### config.mk
export PLATFORM = sky130hd
export DESIGN_NAME = tco_cell
export DESIGN_NICKNAME = d
export VERILOG_FILES = /design/src/rtl/tco_pkg.sv /design/src/rtl/tco_cell.sv
export SDC_FILE = /design/constraint.sdc
export NUM_CORES = 1
export LEC_CHECK = 0
export BUFFER_PORTS_ARGS = -buffer_cell sky130_fd_sc_hd__clkbuf_2
export CAP_MARGIN = 25
export CORE_MARGIN = 4
export CORE_UTILIZATION = 50
export CTS_BUF_LIST = sky130_fd_sc_hd__clkbuf_4 sky130_fd_sc_hd__clkbuf_8
export DETAILED_ROUTE_END_ITERATION = 7
export PLACE_DENSITY = 0.83
export SLEW_MARGIN = 5
export SYNTH_ARGS = -nofsm -noshare
export SYNTH_HDL_FRONTEND = slang
export SYNTH_SLANG_ARGS = --single-unit
### constraint.sdc
create_clock -name clk -period 9.41 [get_ports clk]
set_clock_uncertainty 0.2 [all_clocks]
set_input_delay 1.4115 -clock clk [delete_from_list [all_inputs] [get_ports clk]]
set_output_delay 1.4115 -clock clk [all_outputs]
set_load 0.02 [all_outputs]
### src/rtl/tco_pkg.sv
// Shared types, constants and the trit combining table for the crazy-operation block.
`timescale 1ns / 1ps

package tco_pkg;

  localparam int WORD_W      = 23;
  localparam int COUNT_W     = 4;
  localparam int PROD_W      = 48;
  localparam int RECIP_SHIFT = 25;

  // ceil(2^25 / 3): exact quotient for any 23-bit dividend
  localparam logic [PROD_W-1:0] RECIP3 = PROD_W'(64'd11184811);

  localparam logic [COUNT_W-1:0] TRIT_COUNT_RESET = COUNT_W'(10);

  typedef logic [1:0] trit_t;

  typedef struct packed {
    logic               vld;
    logic [COUNT_W-1:0] cnt;
    logic [WORD_W-1:0]  d;
    logic [WORD_W-1:0]  a;
    logic [WORD_W-1:0]  acc;
  } tco_beat_t;

  function automatic trit_t crazy(input trit_t d, input trit_t a);
    trit_t r;
    unique case ({d, a})
      4'b00_00: r = 2'd1;
      4'b01_00: r = 2'd1;
      4'b01_10: r = 2'd2;
      4'b10_00: r = 2'd2;
      4'b10_01: r = 2'd2;
      4'b10_10: r = 2'd1;
      default:  r = 2'd0;
    endcase
    return r;
  endfunction

  function automatic longint unsigned pow3(input int n);
    longint unsigned p;
    p = 64'd1;
    for (int i = 0; i < n; i++) begin
      p = p * 64'd3;
    end
    return p;
  endfunction

endpackage

### src/rtl/tco_cell.sv
// One trit cell: peels the low trit off both operands and adds its weighted result if its index is below the count.
`timescale 1ns / 1ps

module tco_cell #(
  parameter int IDX = 0
) (
  input  logic             clk,
  input  logic             rst,
  input  tco_pkg::tco_beat_t in_beat,
  output tco_pkg::tco_beat_t out_beat
);
  import tco_pkg::*;

  localparam logic [WORD_W-1:0] PLACE = WORD_W'(pow3(IDX));
  localparam logic [COUNT_W:0]  IDX_C = (COUNT_W + 1)'(IDX);

  logic [PROD_W-1:0] prod_d, prod_a;
  logic [WORD_W-1:0] q_d, q_a;
  logic [WORD_W:0]   rem_d, rem_a;
  trit_t             t;
  logic              active;
  logic [WORD_W-1:0] term;
  tco_beat_t         out_next;

  always_comb begin
    prod_d = PROD_W'(in_beat.d) * RECIP3;
    prod_a = PROD_W'(in_beat.a) * RECIP3;
    q_d    = prod_d[RECIP_SHIFT +: WORD_W];
    q_a    = prod_a[RECIP_SHIFT +: WORD_W];
    rem_d  = {1'b0, in_beat.d} - {q_d, 1'b0} - {1'b0, q_d};
    rem_a  = {1'b0, in_beat.a} - {q_a, 1'b0} - {1'b0, q_a};
    t      = crazy(rem_d[1:0], rem_a[1:0]);
    active = IDX_C < {1'b0, in_beat.cnt};
    case (t)
      2'd1:    term = PLACE;
      2'd2:    term = {PLACE[WORD_W-2:0], 1'b0};
      default: term = '0;
    endcase
    out_next     = in_beat;
    out_next.d   = q_d;
    out_next.a   = q_a;
    out_next.acc = active ? in_beat.acc + term : in_beat.acc;
  end

  always_ff @(posedge clk) begin
    if (rst) begin
      out_beat <= '0;
    end else begin
      out_beat <= out_next;
    end
  end

endmodule

# [After elaboration in Yosys (flattened, before gate mapping)]
# Cells that the tools add are included.
[classes] addsub=5 muxes=3 eq_ne=7 n_reduce_logical=3 order_cmp=1 mul=2
[ops] operator="multiplier 23 x 24 -> 47 bit, second input constant" count=2
[ops] operator="adder 23 bit" count=1
[ops] operator="two-way mux 23 bit" count=1
[ops] operator="== test 4 bit, second input constant" count=3
[ops] operator="== test 4 x 3 -> 1 bit, second input constant" count=2
[ops] operator="case mux 2 bit (2 select lines)" count=2
[ops] operator="subtractor 2 bit" count=4
[ops] operator="OR reduction 3 bit" count=2
[ops] operator="logical NOT 4 bit" count=1
[ops] operator="< comparator 1 x 4 -> 1 bit, first input constant" count=1
[ops] operator="== test 2 x 1 -> 1 bit, second input constant" count=1
[ops] operator="== test 2 bit, second input constant" count=1
[totals] in_bits=76 register_bits=74 out_inout_bits=74

# [Longest topological paths before layout]
[depth] ltp_word=10 depth_mapped=38 depth_no_buf=38

# [Worst setup path after synthesis]
# Ideal clock, no wire load.
[synth_path] path_type="input to register" start="input port in_beat[25] in the netlist's numbering" end="register out_beat[13] in the netlist's numbering" arrival_ns=9.329 setup_ns=0.071 stages=32 slack_ns=-0.189 cell_sequence="ha_1 fa_1 inv_1 fa_1 inv_1 fa_1 fa_1 inv_1 fa_1 inv_1 fa_1 ha_1 a21oi_1 nor2b_1 o21ai_0 or4bb_1 o21ai_2 xnor2_1 ha_1 ha_1 nor2_1 xnor2_1 and2_1 mux2_2 o21ai_0 mux2i_1 ha_1 a21oi_1 nor3_1 nand3_1 or3_1 a21oi_1"
[synth_rtl] element="start, declared" line="tco_cell.sv:9" source="input tco_pkg::tco_beat_t in_beat,"
[synth_rtl] element="end signal, assigned" line="tco_cell.sv:49" source="out_beat <= out_next;"
[synth_rtl] element="end, declared" line="tco_cell.sv:10" source="output tco_pkg::tco_beat_t out_beat"

# [Worst setup path in the final report]
[layout_path] start="input port in_beat[54] in the netlist's numbering" end="register out_beat[20] in the netlist's numbering"
[layout_between] elab_chain_len=10 elab_cells_between_ends=17 cone_classes="add/sub: 3; mul: 1; eq/ne: 7; mux: 3; reduce/logical: 3"
[layout_rtl] element="multiplier 23 x 24 -> 47 bit (*)" line="tco_cell.sv:26" source="prod_d = PROD_W'(in_beat.d) * RECIP3;"
[layout_rtl] element="subtractor 2 bit" line="tco_cell.sv:30" source="rem_d = {1'b0, in_beat.d} - {q_d, 1'b0} - {1'b0, q_d};"
[layout_rtl] element="subtractor 2 bit (*)" line="tco_cell.sv:30"
[layout_rtl] element="== test 4 bit, or another cell as far along" line="tco_pkg.sv:28" source="unique case ({d, a})"
[layout_rtl] element="OR reduction 3 bit (no source line)"
[layout_rtl] element="case mux 2 bit (2 select lines) (*)" line="tco_pkg.sv:28"
[layout_rtl] element="== test 2 bit or == test 2 x 1 -> 1 bit (tied branches)" line="tco_cell.sv:34" source="case (t)"
[layout_rtl] element="case mux 2 bit (2 select lines) (*)" line="tco_cell.sv:34"
[layout_rtl] element="adder 23 bit (*)" line="tco_cell.sv:42" source="out_next.acc = active ? in_beat.acc + term : in_beat.acc;"
[layout_rtl] element="two-way mux 23 bit (*)" line="tco_cell.sv:42"
# Mark *: on every way between the ends. The rest lies on a longest branch, timed or not.
# A chain may end at the register's enable or synchronous reset.

==> reports/metrics.cfg <==
[critical_path]
cp_common_cell=fa_1
cp.arrival_ps=9220
cp_slowest_cell=fa_1
cp-start-kind=primary input
crit_fanout=4
path_class=primary input to flop
crit_path_end_kind=flop
worstPathRequired_ps=9410
max_stage_delay_ps=570

[clock_network]
clockRootBuffer=clkbuf_8
cts_tree=yes
holdBufCountCts=0
clkTransAtPathRegs_ps=80
cts_buffers=9
clock-sinks=72
htree_levels=3
clk_path_buf_depth=2

[final_layout]
fillCellCount=2630
largest_reg_flops=72
top_regs=out_beat: 72 flops
stdcell_count=2387
drive_gt1_share_pct=19.5
multi_input_area_um2=14000
regMostFlops=out_beat
regArea_um2=1440
synthToLayoutAreaGrowth_pct=16.1
fin_nets=2677
insertedDiodeCount=0

[routing]
firstDrtPassIters=6
drc=0
first_iter_violations=534
wirelength_mm=40.4
drtAntennaViolNets=0
wl_per_cell_um=16.9
vias=12607
viasPerCell=5.28

[floorplan]
die_w_um=191
io_pins=150
dieArea_um2=36400
fp.coreArea_um2=32700
initial_core_util_pct=51.1
die_y_um=191
placementRows=66

[synthesis]
ys_seq_area_share_pct=8.63
syn_area_um2=16700
ys_ff_latch=72
synthCells=1656
ys_warn_count=0
synth_area_per_cell_um2=10.1
synthDistinctLibCells=82
synth_edf_count=0
ys_async_sr_fraction_pct=0
synth-main-ff-cell=dfxtp_1

[hold_path]
hp-start=in_beat[73]
min_path_type=primary input to flop
hold_end=out_beat[73]
timing.hold.worst_path_depth=2

[timing]
worst_slew_pin_slew_ps=776
relSlewSlack_pct=46.9
finalSetupViolCount=0
drv_slew=0
period_share_pct=98.0
fin_crit_ps=9220
max_freq_mhz=108
finalHoldViolCount=0

[global_routing]
antenna_found_initial=0
grt_max_degree=77
track_usage_pct=22.7
overflow=0
grt_pass1_wl_mm=67.1
grt_pass1_vias=14194

[place]
gp_congestion=0.927
io_buffers=147
dpl.hpwl_mm=36.5
placed_cells=2365

[flow_run]
drv_cap=0

[run_status]
status=finished, final reports clean

==> worst max-delay path by stage <==
| stage | start | endpoint | slack, ps | cells past startpoint |
|---|---|---|---|---|
| after global placement | in_beat[25] | out_beat[20] | -160 | 36 |
| final | in_beat[54] | out_beat[20] | 190 | 34 |
| after floorplan | in_beat[25] | out_beat[22] | 8 | 35 |
| after detailed placement | in_beat[25] | out_beat[22] | -410 | 37 |
| after CTS | in_beat[31] | out_beat[22] | 20 | 33 |
| after global routing | in_beat[25] | out_beat[22] | -100 | 36 |
==> critical path: cells and delay by family <==
kind,cells,cell delay [ps]
XOR/XNOR,5,860
AO/OA/AOI/OAI,3,560
multiplexers,1,310
adder cells (fa/ha/maj),12,4710
AND/OR/NAND/NOR,9,950
buffers and inverters,4,410
==> routing by layer <==
layer / GRT usage (%) / vias up / wire (um)
met5: 0 / - / 0
met4: 8.65 / 0 / 1700
met3: 3.28 / 99 / 1950
met2: 42.0 / 342 / 21000
met1: 26.7 / 6227 / 15700
li1: - / 5939 / -
==> logic make-up (layout without fill, tap and decap cells) <==
| logic type | Yosys count | in the layout | synth area share (%) |
|---|---|---|---|
| AOI/OAI and AO/OA | 200 | 200 | 8.49 |
| adders and majority gates | 661 | 661 | 62.5 |
| and+or+nand+nor | 251 | 251 | 7.39 |
| buffers and inverters | 400 | 688 | 9.11 |
| xor gates and xnor gates | 62 | 62 | 3.25 |
| DFF | 72 | 72 | 8.63 |
| other | 1 | 2 | 0.0225 |
| muxes | 9 | 9 | 0.592 |
==> synth_stat cells, drive strengths merged (3+ instances only) <==
master	count	area, um2
mux2	4	48.8
or2	3	18.8
nor2b	13	81.3
a211oi	11	87.6
or3	6	38.8
clkbuf	8	40.0
nor4	5	37.5
nand2b	4	25.0
nand2	54	203
mux2i	5	50.1
fa	289	5790
inv	387	1450
and3	8	50.1
xnor2	29	254
a21oi	65	329
nor3	13	65.1
nor2	91	342
a21o	22	166
a31oi	5	31.3
xor2	33	289
o211ai	7	66.3
nand3	16	80.1
o21a	8	60.1
o31ai	4	30.0
a221oi	4	41.3
and2	5	32.5
a2111oi	5	106
o21bai	13	113
dfxtp	72	1440
nand4	14	87.6
buf	5	28.8
a31o	3	26.3
ha	372	4650
a41oi	3	26.3
and4	5	43.8
a211o	5	46.3
o21ai	31	163
==> repair_timing <==
item                       in CTS  in global routing
buffers inserted                1                  5
pin swaps                       2                 26
setup endpoints to repair       2                 19
gates resized for setup         3                 47
==> layout by cell type (no fill, tap or decap), drive strengths merged, types with 6 or more instances in the layout <==
cell and instances:
a211oi 11, a21o 22, a21oi 65, and3 8, buf 138, clkbuf 157
dfxtp 72, fa 289, ha 372, inv 389, nand2 54, nand3 16
nand4 14, nor2 91, nor2b 13, nor3 13, o211ai 7, o21a 8
o21ai 31, o21bai 13, or3 6, xnor2 29, xor2 33
==> final cells by class <==
| class | instances | share of cell area (%) |
|---|---|---|
| clock buffers | 10 | 0.678 |
| inverters | 387 | 7.49 |
| multi-input cells | 1185 | 72.2 |
| well taps | 442 | 2.85 |
| clock inverters | 6 | 0.219 |
| repair buffers | 285 | 9.14 |
| flip-flops and latches | 72 | 7.44 |
==> metrics by stage <==
step	setup WS [ps]	cell area (um2)	utilization, %	hold slack, ps	TNS, ps
floorplan	8.47	16700	-	1340	0
global placement	-163	18900	57.9	1430	-1140
detailed placement	-405	18900	57.9	1430	-3690
CTS	15.4	19100	58.5	1050	0
global route	-103	19400	59.3	1050	-739
finish	192	19400	59.3	1070	0
Power is not shown: default switching activity piles up to over one toggle a cycle in this logic, so the estimate is an artifact.
